$ cat src/rtl/core/tesp_pkg.sv
// Package for the terminal escape sequence parser: phase and command codes, byte classes.
// No dependencies.
`default_nettype none
package tesp_pkg;
    typedef enum logic [3:0] {
        PH_GROUND, PH_ESC, PH_CSI, PH_PARAM, PH_SEMI, PH_LEAD_SEMI,
        PH_Q, PH_QPARAM, PH_HASH, PH_PAREN
    } t_phase;

    typedef enum logic [1:0] {
        BK_IDLE, BK_SGR, BK_SGR_LAST
    } t_back_state;

    localparam logic [4:0] CMD_NONE      = 5'd0;
    localparam logic [4:0] CMD_DISPLAY   = 5'd1;
    localparam logic [4:0] CMD_REVINDEX  = 5'd2;
    localparam logic [4:0] CMD_INDEX     = 5'd3;
    localparam logic [4:0] CMD_NEXTLINE  = 5'd4;
    localparam logic [4:0] CMD_RESET     = 5'd5;
    localparam logic [4:0] CMD_ALIGN     = 5'd6;
    localparam logic [4:0] CMD_UP        = 5'd7;
    localparam logic [4:0] CMD_DOWN      = 5'd8;
    localparam logic [4:0] CMD_RIGHT     = 5'd9;
    localparam logic [4:0] CMD_LEFT      = 5'd10;
    localparam logic [4:0] CMD_POSITION  = 5'd11;
    localparam logic [4:0] CMD_ERASELINE = 5'd12;
    localparam logic [4:0] CMD_ERASESCR  = 5'd13;
    localparam logic [4:0] CMD_SCROLL    = 5'd14;
    localparam logic [4:0] CMD_ANSWER    = 5'd15;
    localparam logic [4:0] CMD_ATTRIB    = 5'd16;
    localparam logic [4:0] CMD_MODES     = 5'd17;

    localparam logic [7:0] ESC_BYTE = 8'h1B;
    localparam logic [4:0] FG_RESET = 5'd7;

    // decoded word handed from front to back
    typedef struct packed {
        logic [4:0]  cmd;
        logic [15:0] first;
        logic [15:0] second;
        logic [7:0]  ch;
        logic        sgr;
        logic        mode_upd;
        logic        mode_set;
        logic [15:0] mode_num;
        logic        mode_hi;
    } t_op;

    function automatic logic is_digit(input logic [7:0] b);
        return (b >= 8'h30) && (b <= 8'h39);
    endfunction
endpackage
`default_nettype wire

$ cat src/rtl/core/tesp_front.sv
// Front end: byte classification, parse phase, parameter gathering; emits one op per byte.
// Depends on tesp_pkg. Parameter store is an internal memory read by the back end.
`default_nettype none
module tesp_front import tesp_pkg::*; #(
    parameter int MAX_PARAMS  = 16,
    parameter int PARAM_WIDTH = 16,
    parameter int IW = $clog2(MAX_PARAMS),
    parameter int CW = $clog2(MAX_PARAMS + 1)
) (
    input  wire logic                   i_clk,
    input  wire logic                   i_rst_n,
    input  wire logic                   i_valid,
    input  wire logic [7:0]             i_byte,
    output logic                        o_ready,
    output logic                        o_valid,
    output t_op                         o_op,
    output logic [CW-1:0]               o_count,
    input  wire logic                   i_take,
    input  wire logic [IW-1:0]          i_rd_idx,
    output logic [PARAM_WIDTH-1:0]      o_rd_data
);
    localparam logic [PARAM_WIDTH-1:0] PMAX = '1;
    localparam logic [CW-1:0] CMAX = CW'(MAX_PARAMS);

    t_phase r_phase, n_phase;
    logic [CW-1:0] r_count, n_count;
    logic r_skip, n_skip;
    logic [PARAM_WIDTH-1:0] r_last, n_last;   // copy of the newest parameter
    logic [PARAM_WIDTH-1:0] r_p0, n_p0, r_p1, n_p1;
    logic [PARAM_WIDTH-1:0] mem [MAX_PARAMS];
    logic r_v;
    t_op r_op, n_op;
    logic [CW-1:0] r_ocount, n_ocount;

    logic busy;       // a stored op still waits on the back end
    logic acc;
    logic wr_en;
    logic [IW-1:0] wr_idx;
    logic [PARAM_WIDTH-1:0] wr_data;
    logic [3:0] dig;
    logic [PARAM_WIDTH+3:0] mul10;

    assign busy    = r_v && !i_take;
    assign o_ready = !busy;
    assign acc     = i_valid && o_ready;
    assign o_valid = r_v;
    assign o_op    = r_op;
    assign o_count = r_ocount;
    assign dig     = i_byte[3:0];
    assign mul10   = {4'd0, r_last} * (PARAM_WIDTH+4)'(10) + (PARAM_WIDTH+4)'(dig);

    always_comb begin
        t_op g;
        logic [PARAM_WIDTH-1:0] upd;
        g = '0;
        if (i_byte != ESC_BYTE) begin
            g.cmd = CMD_DISPLAY;
            g.ch  = i_byte;
        end
        upd = (mul10 > {4'd0, PMAX}) ? PMAX : mul10[PARAM_WIDTH-1:0];
        n_phase  = r_phase;
        n_count  = r_count;
        n_skip   = r_skip;
        n_last   = r_last;
        n_p0     = r_p0;
        n_p1     = r_p1;
        n_op     = '0;
        n_ocount = r_count;
        wr_en    = 1'b0;
        wr_idx   = r_count[IW-1:0];
        wr_data  = PARAM_WIDTH'(dig);
        case (r_phase)
            PH_ESC: begin
                n_phase = PH_GROUND;
                case (i_byte)
                    "[": begin
                        n_phase = PH_CSI;
                        n_count = '0;
                        n_skip  = 1'b0;
                    end
                    "(", ")": n_phase = PH_PAREN;
                    "#": n_phase = PH_HASH;
                    "I", "M": n_op.cmd = CMD_REVINDEX;
                    "D": n_op.cmd = CMD_INDEX;
                    "E": n_op.cmd = CMD_NEXTLINE;
                    "c": n_op.cmd = CMD_RESET;
                    ">", "=", "H", "F", "G", "7", "8": ;
                    default: begin
                        n_op = g;
                        if (i_byte == ESC_BYTE) n_phase = PH_ESC;
                    end
                endcase
            end
            PH_CSI: begin
                n_phase = PH_GROUND;
                if (is_digit(i_byte)) begin
                    wr_en   = 1'b1;
                    wr_idx  = '0;
                    n_count = CW'(1);
                    n_skip  = 1'b0;
                    n_last  = PARAM_WIDTH'(dig);
                    n_p0    = PARAM_WIDTH'(dig);
                    n_phase = PH_PARAM;
                end else begin
                    case (i_byte)
                        "A": begin n_op.cmd = CMD_UP;    n_op.first = 16'd1; end
                        "B": begin n_op.cmd = CMD_DOWN;  n_op.first = 16'd1; end
                        "C": begin n_op.cmd = CMD_RIGHT; n_op.first = 16'd1; end
                        "D": begin n_op.cmd = CMD_LEFT;  n_op.first = 16'd1; end
                        "H", "f": begin
                            n_op.cmd = CMD_POSITION;
                            n_op.first = 16'd1;
                            n_op.second = 16'd1;
                        end
                        "K": n_op.cmd = CMD_ERASELINE;
                        "J": n_op.cmd = CMD_ERASESCR;
                        "g": ;
                        "m": begin
                            wr_en    = 1'b1;
                            wr_idx   = '0;
                            wr_data  = '0;
                            n_count  = CW'(1);
                            n_ocount = CW'(1);
                            n_skip   = 1'b0;
                            n_op.cmd = CMD_ATTRIB;
                            n_op.sgr = 1'b1;
                        end
                        "?": n_phase = PH_Q;
                        ";": n_phase = PH_LEAD_SEMI;
                        default: begin
                            n_op = g;
                            if (i_byte == ESC_BYTE) n_phase = PH_ESC;
                        end
                    endcase
                end
            end
            PH_PARAM, PH_QPARAM: begin
                if (is_digit(i_byte)) begin
                    if (!r_skip) begin
                        wr_en   = 1'b1;
                        wr_idx  = IW'(r_count - CW'(1));
                        wr_data = upd;
                        n_last  = upd;
                        if (r_count == CW'(1)) n_p0 = upd;
                        if (r_count == CW'(2)) n_p1 = upd;
                    end
                end else if (r_phase == PH_PARAM && i_byte == ";") begin
                    n_phase = PH_SEMI;
                end else if (r_phase == PH_PARAM) begin
                    n_phase = PH_GROUND;
                    if (i_byte == "m") begin
                        n_op.cmd = CMD_ATTRIB;
                        n_op.sgr = 1'b1;
                    end else if (r_count == CW'(1) &&
                                 (i_byte == "A" || i_byte == "B" || i_byte == "C" ||
                                  i_byte == "D" || i_byte == "H" || i_byte == "f" ||
                                  i_byte == "K" || i_byte == "J" || i_byte == "c" ||
                                  i_byte == "g" || i_byte == "q")) begin
                        n_op.first = 16'(r_p0);
                        case (i_byte)
                            "A": n_op.cmd = CMD_UP;
                            "B": n_op.cmd = CMD_DOWN;
                            "C": n_op.cmd = CMD_RIGHT;
                            "D": n_op.cmd = CMD_LEFT;
                            "H", "f": begin
                                n_op.cmd = CMD_POSITION;
                                n_op.second = 16'd1;
                            end
                            "K": n_op.cmd = CMD_ERASELINE;
                            "J": n_op.cmd = CMD_ERASESCR;
                            "c": begin
                                n_op.cmd = CMD_ANSWER;
                                n_op.first = '0;
                                n_op.ch = "0";
                            end
                            default: n_op.first = '0;
                        endcase
                    end else if (r_count == CW'(2) &&
                                 (i_byte == "r" || i_byte == "H" || i_byte == "f" ||
                                  i_byte == "q" || i_byte == "y" || i_byte == "R")) begin
                        if (i_byte == "r" || i_byte == "H" || i_byte == "f") begin
                            n_op.cmd = (i_byte == "r") ? CMD_SCROLL : CMD_POSITION;
                            n_op.first = 16'(r_p0);
                            n_op.second = 16'(r_p1);
                        end
                    end else begin
                        n_op = g;
                        if (i_byte == ESC_BYTE) n_phase = PH_ESC;
                    end
                end else begin
                    n_phase = PH_GROUND;
                    if (i_byte == "h" || i_byte == "l") begin
                        n_op.cmd = CMD_MODES;
                        n_op.first = 16'(r_p0);
                        n_op.mode_upd = 1'b1;
                        n_op.mode_set = (i_byte == "h");
                        n_op.mode_num = 16'(r_p0);
                        n_op.mode_hi = (PARAM_WIDTH > 16) &&
                                       ((r_p0 >> 16) != '0);
                    end else if (i_byte != "c") begin
                        n_op = g;
                        if (i_byte == ESC_BYTE) n_phase = PH_ESC;
                    end
                end
            end
            PH_SEMI: begin
                if (is_digit(i_byte)) begin
                    n_phase = PH_PARAM;
                    if (r_count < CMAX) begin
                        wr_en   = 1'b1;
                        n_count = r_count + CW'(1);
                        n_skip  = 1'b0;
                        n_last  = PARAM_WIDTH'(dig);
                        if (r_count == CW'(1)) n_p1 = PARAM_WIDTH'(dig);
                    end else begin
                        n_skip = 1'b1;
                    end
                end else begin
                    n_op = g;
                    n_phase = (i_byte == ESC_BYTE) ? PH_ESC : PH_GROUND;
                end
            end
            PH_LEAD_SEMI: begin
                if (i_byte == "H" || i_byte == "f") begin
                    n_phase = PH_GROUND;
                    n_op.cmd = CMD_POSITION;
                    n_op.first = 16'd1;
                    n_op.second = 16'd1;
                end else begin
                    n_op = g;
                    n_phase = (i_byte == ESC_BYTE) ? PH_ESC : PH_GROUND;
                end
            end
            PH_Q: begin
                if (is_digit(i_byte)) begin
                    wr_en   = 1'b1;
                    wr_idx  = '0;
                    n_count = CW'(1);
                    n_skip  = 1'b0;
                    n_last  = PARAM_WIDTH'(dig);
                    n_p0    = PARAM_WIDTH'(dig);
                    n_phase = PH_QPARAM;
                end else begin
                    n_op = g;
                    n_phase = (i_byte == ESC_BYTE) ? PH_ESC : PH_GROUND;
                end
            end
            PH_HASH: begin
                n_phase = PH_GROUND;
                if (is_digit(i_byte)) begin
                    if (i_byte == "8") n_op.cmd = CMD_ALIGN;
                end else begin
                    n_op = g;
                    if (i_byte == ESC_BYTE) n_phase = PH_ESC;
                end
            end
            PH_PAREN: begin
                n_phase = PH_GROUND;
                if (!(i_byte == "A" || i_byte == "B" || i_byte == "0" ||
                      i_byte == "1" || i_byte == "2")) begin
                    n_op = g;
                    if (i_byte == ESC_BYTE) n_phase = PH_ESC;
                end
            end
            default: begin
                n_op = g;
                n_phase = (i_byte == ESC_BYTE) ? PH_ESC : PH_GROUND;
            end
        endcase
        if (n_op.sgr) n_ocount = (r_phase == PH_CSI) ? CW'(1) : r_count;
    end

    always_ff @(posedge i_clk) begin
        if (!i_rst_n) begin
            r_phase <= PH_GROUND;
            r_count <= '0;
            r_skip  <= 1'b0;
            r_v     <= 1'b0;
        end else begin
            if (acc) begin
                r_phase <= n_phase;
                r_count <= n_count;
                r_skip  <= n_skip;
            end
            if (acc) r_v <= 1'b1;
            else if (i_take) r_v <= 1'b0;
        end
    end

    always_ff @(posedge i_clk) begin
        if (acc) begin
            r_last   <= n_last;
            r_p0     <= n_p0;
            r_p1     <= n_p1;
            r_op     <= n_op;
            r_ocount <= n_ocount;
        end
        if (acc && wr_en) mem[wr_idx] <= wr_data;
        o_rd_data <= mem[i_rd_idx];
    end
endmodule
`default_nettype wire

$ cat src/rtl/core/tesp_back.sv
// Back end: applies attribute parameters and mode changes, forms result words.
// Depends on tesp_pkg; reads the parameter store of tesp_front one entry at a time.
`default_nettype none
module tesp_back import tesp_pkg::*; #(
    parameter int MAX_PARAMS  = 16,
    parameter int PARAM_WIDTH = 16,
    parameter int IW = $clog2(MAX_PARAMS),
    parameter int CW = $clog2(MAX_PARAMS + 1)
) (
    input  wire logic               i_clk,
    input  wire logic               i_rst_n,
    input  wire logic               i_valid,
    input  wire t_op                i_op,
    input  wire logic [CW-1:0]      i_count,
    output logic                    o_take,
    output logic [IW-1:0]           o_rd_idx,
    input  wire logic [PARAM_WIDTH-1:0] i_rd_data,
    output logic                    o_empty,
    input  wire logic               i_pop,
    output logic [4:0]              o_command,
    output logic [15:0]             o_first_value,
    output logic [15:0]             o_second_value,
    output logic [7:0]              o_char_out,
    output logic [4:0]              o_fg_color,
    output logic [4:0]              o_bg_color,
    output logic                    o_underline_on,
    output logic                    o_cursor_keys_normal,
    output logic                    o_wrap_on,
    output logic                    o_origin_relative
);
    t_back_state r_st, n_st;
    logic [CW-1:0] r_k, n_k;
    logic [4:0] r_fg, n_fg, r_bg, n_bg;
    logic r_ul, n_ul, r_br, n_br;
    logic [2:0] r_mode, n_mode;
    logic r_ov, n_ov;
    logic [4:0] r_cmd, n_cmd;
    logic [15:0] r_a, n_a, r_b, n_b;
    logic [7:0] r_ch, n_ch;
    logic [PARAM_WIDTH-1:0] v;
    logic [4:0] off;

    assign o_empty = !r_ov;
    assign o_command = r_cmd;
    assign o_first_value = r_a;
    assign o_second_value = r_b;
    assign o_char_out = r_ch;
    assign o_fg_color = r_fg;
    assign o_bg_color = r_bg;
    assign o_underline_on = r_ul;
    assign o_cursor_keys_normal = r_mode[0];
    assign o_wrap_on = r_mode[1];
    assign o_origin_relative = r_mode[2];
    assign o_rd_idx = r_k[IW-1:0];
    assign v = i_rd_data;
    assign off = r_br ? 5'd8 : 5'd0;

    always_comb begin
        n_st = r_st; n_k = r_k;
        n_fg = r_fg; n_bg = r_bg; n_ul = r_ul; n_br = r_br; n_mode = r_mode;
        n_ov = r_ov && !i_pop;
        n_cmd = r_cmd; n_a = r_a; n_b = r_b; n_ch = r_ch;
        o_take = 1'b0;
        case (r_st)
            BK_IDLE: begin
                if (i_valid && !n_ov) begin
                    if (i_op.sgr) begin
                        n_st = BK_SGR;
                        n_k = '0;
                    end else begin
                        o_take = 1'b1;
                        n_ov = 1'b1;
                        n_cmd = i_op.cmd; n_a = i_op.first;
                        n_b = i_op.second; n_ch = i_op.ch;
                        if (i_op.mode_upd && !i_op.mode_hi) begin
                            if (i_op.mode_num == 16'd1) n_mode[0] = !i_op.mode_set;
                            if (i_op.mode_num == 16'd7) n_mode[1] = i_op.mode_set;
                            if (i_op.mode_num == 16'd6) n_mode[2] = i_op.mode_set;
                        end
                    end
                end
            end
            BK_SGR: begin
                // read address r_k is presented now; the registered data for entry r_k is used in BK_SGR_LAST
                n_st = BK_SGR_LAST;
            end
            BK_SGR_LAST: begin
                if (v == '0) begin
                    n_fg = FG_RESET; n_bg = '0; n_ul = 1'b0;
                end else if (v == PARAM_WIDTH'(1)) begin
                    if (r_fg <= 5'd7) n_fg = r_fg + 5'd8;
                    n_br = 1'b1;
                end else if (v == PARAM_WIDTH'(2)) begin
                    if (r_fg > 5'd7) n_fg = r_fg - 5'd8;
                    n_br = 1'b0;
                end else if (v == PARAM_WIDTH'(4)) begin
                    n_ul = 1'b1;
                end else if (v == PARAM_WIDTH'(7)) begin
                    n_fg = r_bg; n_bg = r_fg;
                end else if (v == PARAM_WIDTH'(8)) begin
                    n_fg = r_bg;
                end else if (v >= PARAM_WIDTH'(30) && v <= PARAM_WIDTH'(39)) begin
                    n_fg = 5'(v - PARAM_WIDTH'(30)) + off;
                end else if (v >= PARAM_WIDTH'(40) && v <= PARAM_WIDTH'(49)) begin
                    n_bg = 5'(v - PARAM_WIDTH'(40)) + off;
                end
                n_k = r_k + CW'(1);
                if (n_k >= i_count) begin
                    n_st = BK_IDLE;
                    o_take = 1'b1;
                    n_ov = 1'b1;
                    n_cmd = CMD_ATTRIB; n_a = '0; n_b = '0; n_ch = '0;
                end else begin
                    n_st = BK_SGR;
                end
            end
            default: n_st = BK_IDLE;
        endcase
    end

    always_ff @(posedge i_clk) begin
        if (!i_rst_n) begin
            r_st <= BK_IDLE; r_k <= '0;
            r_fg <= FG_RESET; r_bg <= '0; r_ul <= 1'b0; r_br <= 1'b0;
            r_mode <= '0; r_ov <= 1'b0;
        end else begin
            r_st <= n_st; r_k <= n_k;
            r_fg <= n_fg; r_bg <= n_bg; r_ul <= n_ul; r_br <= n_br;
            r_mode <= n_mode; r_ov <= n_ov;
        end
    end

    always_ff @(posedge i_clk) begin
        r_cmd <= n_cmd; r_a <= n_a; r_b <= n_b; r_ch <= n_ch;
    end
endmodule
`default_nettype wire

$ cat src/rtl/core/terminal_escape_sequence_parser.sv
// Terminal escape sequence parser: front decoder, one-word op buffer, back executor.
// Front and back each register their output word. Attribute parameters are applied
// in the back end, read from the parameter store one at a time (BK_SGR, BK_SGR_LAST).
// One byte per cycle while words are popped promptly and no such read runs. Synchronous
// active-low reset returns to ground phase with colours 7/0 and all modes clear.
`default_nettype none
module terminal_escape_sequence_parser import tesp_pkg::*; #(
    parameter int MAX_PARAMS  = 16,
    parameter int PARAM_WIDTH = 16
) (
    input  wire logic        i_clk,
    input  wire logic        i_rst_n,
    input  wire logic        push,
    output logic             full,
    input  wire logic [7:0]  i_rx_byte,
    output logic             empty,
    input  wire logic        pop,
    output logic [4:0]       o_command,
    output logic [15:0]      o_first_value,
    output logic [15:0]      o_second_value,
    output logic [7:0]       o_char_out,
    output logic [4:0]       o_fg_color,
    output logic [4:0]       o_bg_color,
    output logic             o_underline_on,
    output logic             o_cursor_keys_normal,
    output logic             o_wrap_on,
    output logic             o_origin_relative
);
    localparam int IW = $clog2(MAX_PARAMS);
    localparam int CW = $clog2(MAX_PARAMS + 1);

    logic f_ready, f_valid, take;
    t_op op;
    logic [CW-1:0] cnt;
    logic [IW-1:0] rd_idx;
    logic [PARAM_WIDTH-1:0] rd_data;

    assign full = !f_ready;

    tesp_front #(.MAX_PARAMS(MAX_PARAMS), .PARAM_WIDTH(PARAM_WIDTH), .IW(IW), .CW(CW)) u_front (
        .i_clk, .i_rst_n, .i_valid(push), .i_byte(i_rx_byte), .o_ready(f_ready),
        .o_valid(f_valid), .o_op(op), .o_count(cnt), .i_take(take),
        .i_rd_idx(rd_idx), .o_rd_data(rd_data)
    );

    tesp_back #(.MAX_PARAMS(MAX_PARAMS), .PARAM_WIDTH(PARAM_WIDTH), .IW(IW), .CW(CW)) u_back (
        .i_clk, .i_rst_n, .i_valid(f_valid), .i_op(op), .i_count(cnt), .o_take(take),
        .o_rd_idx(rd_idx), .i_rd_data(rd_data), .o_empty(empty), .i_pop(pop),
        .o_command, .o_first_value, .o_second_value, .o_char_out,
        .o_fg_color, .o_bg_color, .o_underline_on, .o_cursor_keys_normal,
        .o_wrap_on, .o_origin_relative
    );
endmodule
`default_nettype wire
$ cat config.mk
export PLATFORM = sky130hd
export DESIGN_NAME = terminal_escape_sequence_parser
export DESIGN_NICKNAME = d
export VERILOG_FILES = /design/src/rtl/core/tesp_pkg.sv /design/src/rtl/core/tesp_front.sv /design/src/rtl/core/tesp_back.sv /design/src/rtl/core/terminal_escape_sequence_parser.sv
export SDC_FILE = /design/constraint.sdc
export NUM_CORES = 1
export LEC_CHECK = 0
export BUFFER_PORTS_ARGS = -buffer_cell sky130_fd_sc_hd__buf_2
export CORE_MARGIN = 3
export CORE_UTILIZATION = 30
export DETAILED_ROUTE_END_ITERATION = 8
export PLACE_DENSITY_LB_ADDON = 0.2
export SYNTH_ARGS = -nofsm -noshare
export SYNTH_HDL_FRONTEND = slang
export SYNTH_SLANG_ARGS = --single-unit
$ cat constraint.sdc
create_clock -name i_clk -period 8.85 [get_ports i_clk]
set_input_delay 0.885 -clock i_clk [delete_from_list [all_inputs] [get_ports i_clk]]
set_output_delay 0.885 -clock i_clk [all_outputs]
set_load 0.02 [all_outputs]
==> impl_metrics.py <==
metrics = {
    "flow_run": {
        "maxCapViolations": 0,
    },
    "layout": {
        "num-fill-cells": 6724,
        "nets": 1619,
        "syn2layout_area_growth_pct": 14.3,
        "diodes": 0,
        "drive_gt1_share_pct": 19.5,
    },
    "global_route": {
        "use_met3_pct": 2.17,
        "grt_pass1_vias": 12883,
        "grt.busiest_layer": "met2",
        "met1_usage_pct": 20.9,
        "antenna_found_initial": 1,
        "grt_pass1_wl_mm": 81.8,
        "overflow": 0,
        "grtUsageMet2_pct": 22.7,
        "grt_max_degree": 74,
        "globalRouteTotalUtil_pct": 14.4,
    },
    "power_and_ir_drop": {
        "pwr-share-seq_pct": 50.6,
        "finalPower_mw": 4.85,
        "switching_share_pct": 23.3,
        "intPower_mw": 3.72,
        "switching_power_mw": 1.13,
        "share_clk_of_total_power_pct": 43.1,
        "vdd_drop_max_mv": 0.136,
        "power_density_mw_per_mm2": 200,
        "combPwrFrac_pct": 6.2,
        "power_leakage_nw": 8.32,
    },
    "timing": {
        "fin_skew_ps": 30.2,
        "setup_viol": 0,
        "drv_slew": 0,
        "fmax_mhz": 200,
        "period_share_pct": 56.4,
        "hold_viol_final": 0,
        "worst_slew_pin_slew_ps": 1140,
        "rsz0062_at_grt": "no",
        "period_minus_slack_ps": 4990,
        "fin_setup_tns_ps": 0,
        "relSlewSlack_pct": 24.0,
    },
    "cts": {
        "clock_latency_ps": 620,
        "cts_num_sinks": 468,
        "cts_hold_buf": 0,
        "cts_max_level": 2,
        "cts_tree": "done",
        "cts_setup_buffers": 0,
        "clk_pin_slew_ps": 60,
        "cts_buffer_depth": 3,
        "cts_buffers": 49,
        "root_buffer": "clkbuf_16",
        "cts_resized": 0,
    },
    "routing": {
        "wl_per_cell_um": 21.2,
        "drtIter0Drc": 1126,
        "antenna_left": 0,
        "num_vias": 12923,
        "totalWireLength_mm": 53.6,
        "firstDrtPassIters": 8,
        "drc": 0,
        "routed_via_density": 5.10,
    },
    "setup_path": {
        "endpoint_kind": "primary output",
        "slowest_delay_ps": 990,
        "cp-start-kind": "flop",
        "crit_fanout": 47,
        "crit_top_cell": "a21o_1",
        "slowest_stage": "dfxtp_1",
        "crit_family": "flip-flops",
        "arrival_ps": 4110,
        "crit_buf_inv": 3,
        "crit_type": "reg2out",
        "path_cells": "nand3_1, xnor2_1, ha_1, a21o_1, a2bb2oi_1, a21o_1, inv_2, buf_4, nor2_1, buf_2",
        "critPathRequiredTime_ps": 7970,
    },
    "die": {
        "die-area_mm2": 0.0740,
        "fp-row-count": 96,
        "die_h_um": 272,
        "core_mm2": 0.0694,
        "start_util_pct": 30.6,
        "die_w_um": 272,
        "ios": 73,
    },
    "placed_design": {
        "port_buffers": 72,
        "gp_congestion": 0.862,
        "hpwl_mm": 35.9,
    },
    "yosys": {
        "synth_area_per_cell_um2": 14.1,
        "ys_types": 89,
        "async_flop_share_pct": 0,
        "ys_ff_latch": 468,
        "syn_nets": 1561,
        "yosysWarnings": 0,
        "synth_edf_count": 418,
        "synth_area_mm2": 0.0212,
        "synth_cells": 1502,
        "synthFlopType": "edfxtp_1",
        "yosysSeqAreaShare_pct": 63.8,
    },
    "run_status": {
        "outcome": "complete, no violations",
    },
    "hold_path": {
        "hold_path.class": "reg2reg",
    },
}
worst min-delay path: cells and delay by family (launching register included):
kind               cells  cell delay (ps)
and+or+nand+nor        1               40
AOI/OAI and AO/OA      1               70
DFF                    1              310
layout by cell type, fill, tap and decap left out, types with 43 or more instances in the layout:
master,n
a21oi_1,93
nor2_1,84
ha_1,45
o21ai_0,43
nand2_1,71
dfxtp_1,48
clkbuf_16,49
edfxtp_1,418
buf_2,72
and2_1,98
mux4_2,80
power groups by stage:
stage          logic, mW  registers, mW  clock network [mW]
3_3_place_gp       0.306           2.50                   0
4_1_cts            0.306           2.46                2.15
3_5_place_dp       0.304           2.51                   0
5_1_grt            0.335           2.46                2.24
6_report           0.303           2.46                2.09
2_1_floorplan      0.203           2.51                   0
metrics by stage:
step           instance area [um2]  setup slack (ps)  util, %  hold WS, ps  instances
2_1_floorplan                21200               833        -          473       1502
3_3_place_gp                 22700              3750     32.6          455       2440
3_5_place_dp                 22700              3670     32.6          461       2440
4_1_cts                      24300              3720     35.0          469       2532
5_1_grt                      24300              3470     35.0          525       2532
6_report                     24300              3860     35.0          467       2532
cell families after synthesis:
group | share of synthesized area (%)
AOI/OAI and AO/OA | 9.34
xor gates and xnor gates | 1.11
adders and majority gates | 2.84
buffers and inverters | 2.43
DFF | 63.8
muxes | 9.05
and+or+nand+nor | 11.4
cell type report:
class / instances / area, um2 / share of cell area [%]
clock buffers: 62 / 1280 / 5.29
clock inverters: 30 / 344 / 1.42
inverters: 31 / 116 / 0.479
multi-input cells: 914 / 7270 / 29.9
flip-flops and latches: 468 / 13600 / 55.8
well taps: 931 / 1160 / 4.80
repair buffers: 96 / 541 / 2.23
routing by layer:
layer  vias up  routed length (um)
li1       5946                   -
met1      6547               25100
met2       359               24800
met3        71                2570
met4         0                1190
met5         -                   0
registers in the layout, indices dropped and copies added, names as in the netlist, 3 cells and up:
register and cells:
u_back.o_first_value 16, u_back.o_char_out 8, u_front.o_rd_data 16, u_back.o_bg_color 5
u_front.o_op 64, u_front.r_count 5, u_front.r_p1 16, u_back.o_fg_color 5
u_front.r_phase 4, u_front.o_count 5, u_back.o_command 5, u_front.r_p0 16
u_back.o_second_value 16, u_back.r_k 5, u_back.r_mode 3, u_front.r_last 16
u_front.mem 256
worst paths after layout:
check | start | endpoint | slack [ps] | cells past startpoint
setup / recovery | u_back.r_k[3] | full | 3860 | 10
hold / removal | u_back.r_mode[1] | u_back.r_mode[1] | 470 | 2
setup reg to reg | u_front.r_phase[0] | u_front.mem[7][11] | 4050 | 8
hold reg to reg | u_back.r_mode[1] | u_back.r_mode[1] | 470 | 2
cell usage after synthesis, drive strengths merged, types with 12 or more instances:
cell type,instances,area [um2]
a21o,15,113
o211ai,12,90.1
inv,29,109
clkbuf,58,218
buf,31,183
dfxtp,50,1000
nand2,71,267
nand2b,20,125
ha,45,563
a21oi,101,517
nor2,101,387
a31oi,15,93.8
nor4,12,87.6
o21ai,44,220
nor2b,12,75.1
xor2,12,105
nand3,34,170
xnor2,15,131
a211oi,13,103
nor3,41,210
mux4,80,1800
edfxtp,418,12600
and2,99,622
No activity file was read; power rests on OpenSTA's default activity.
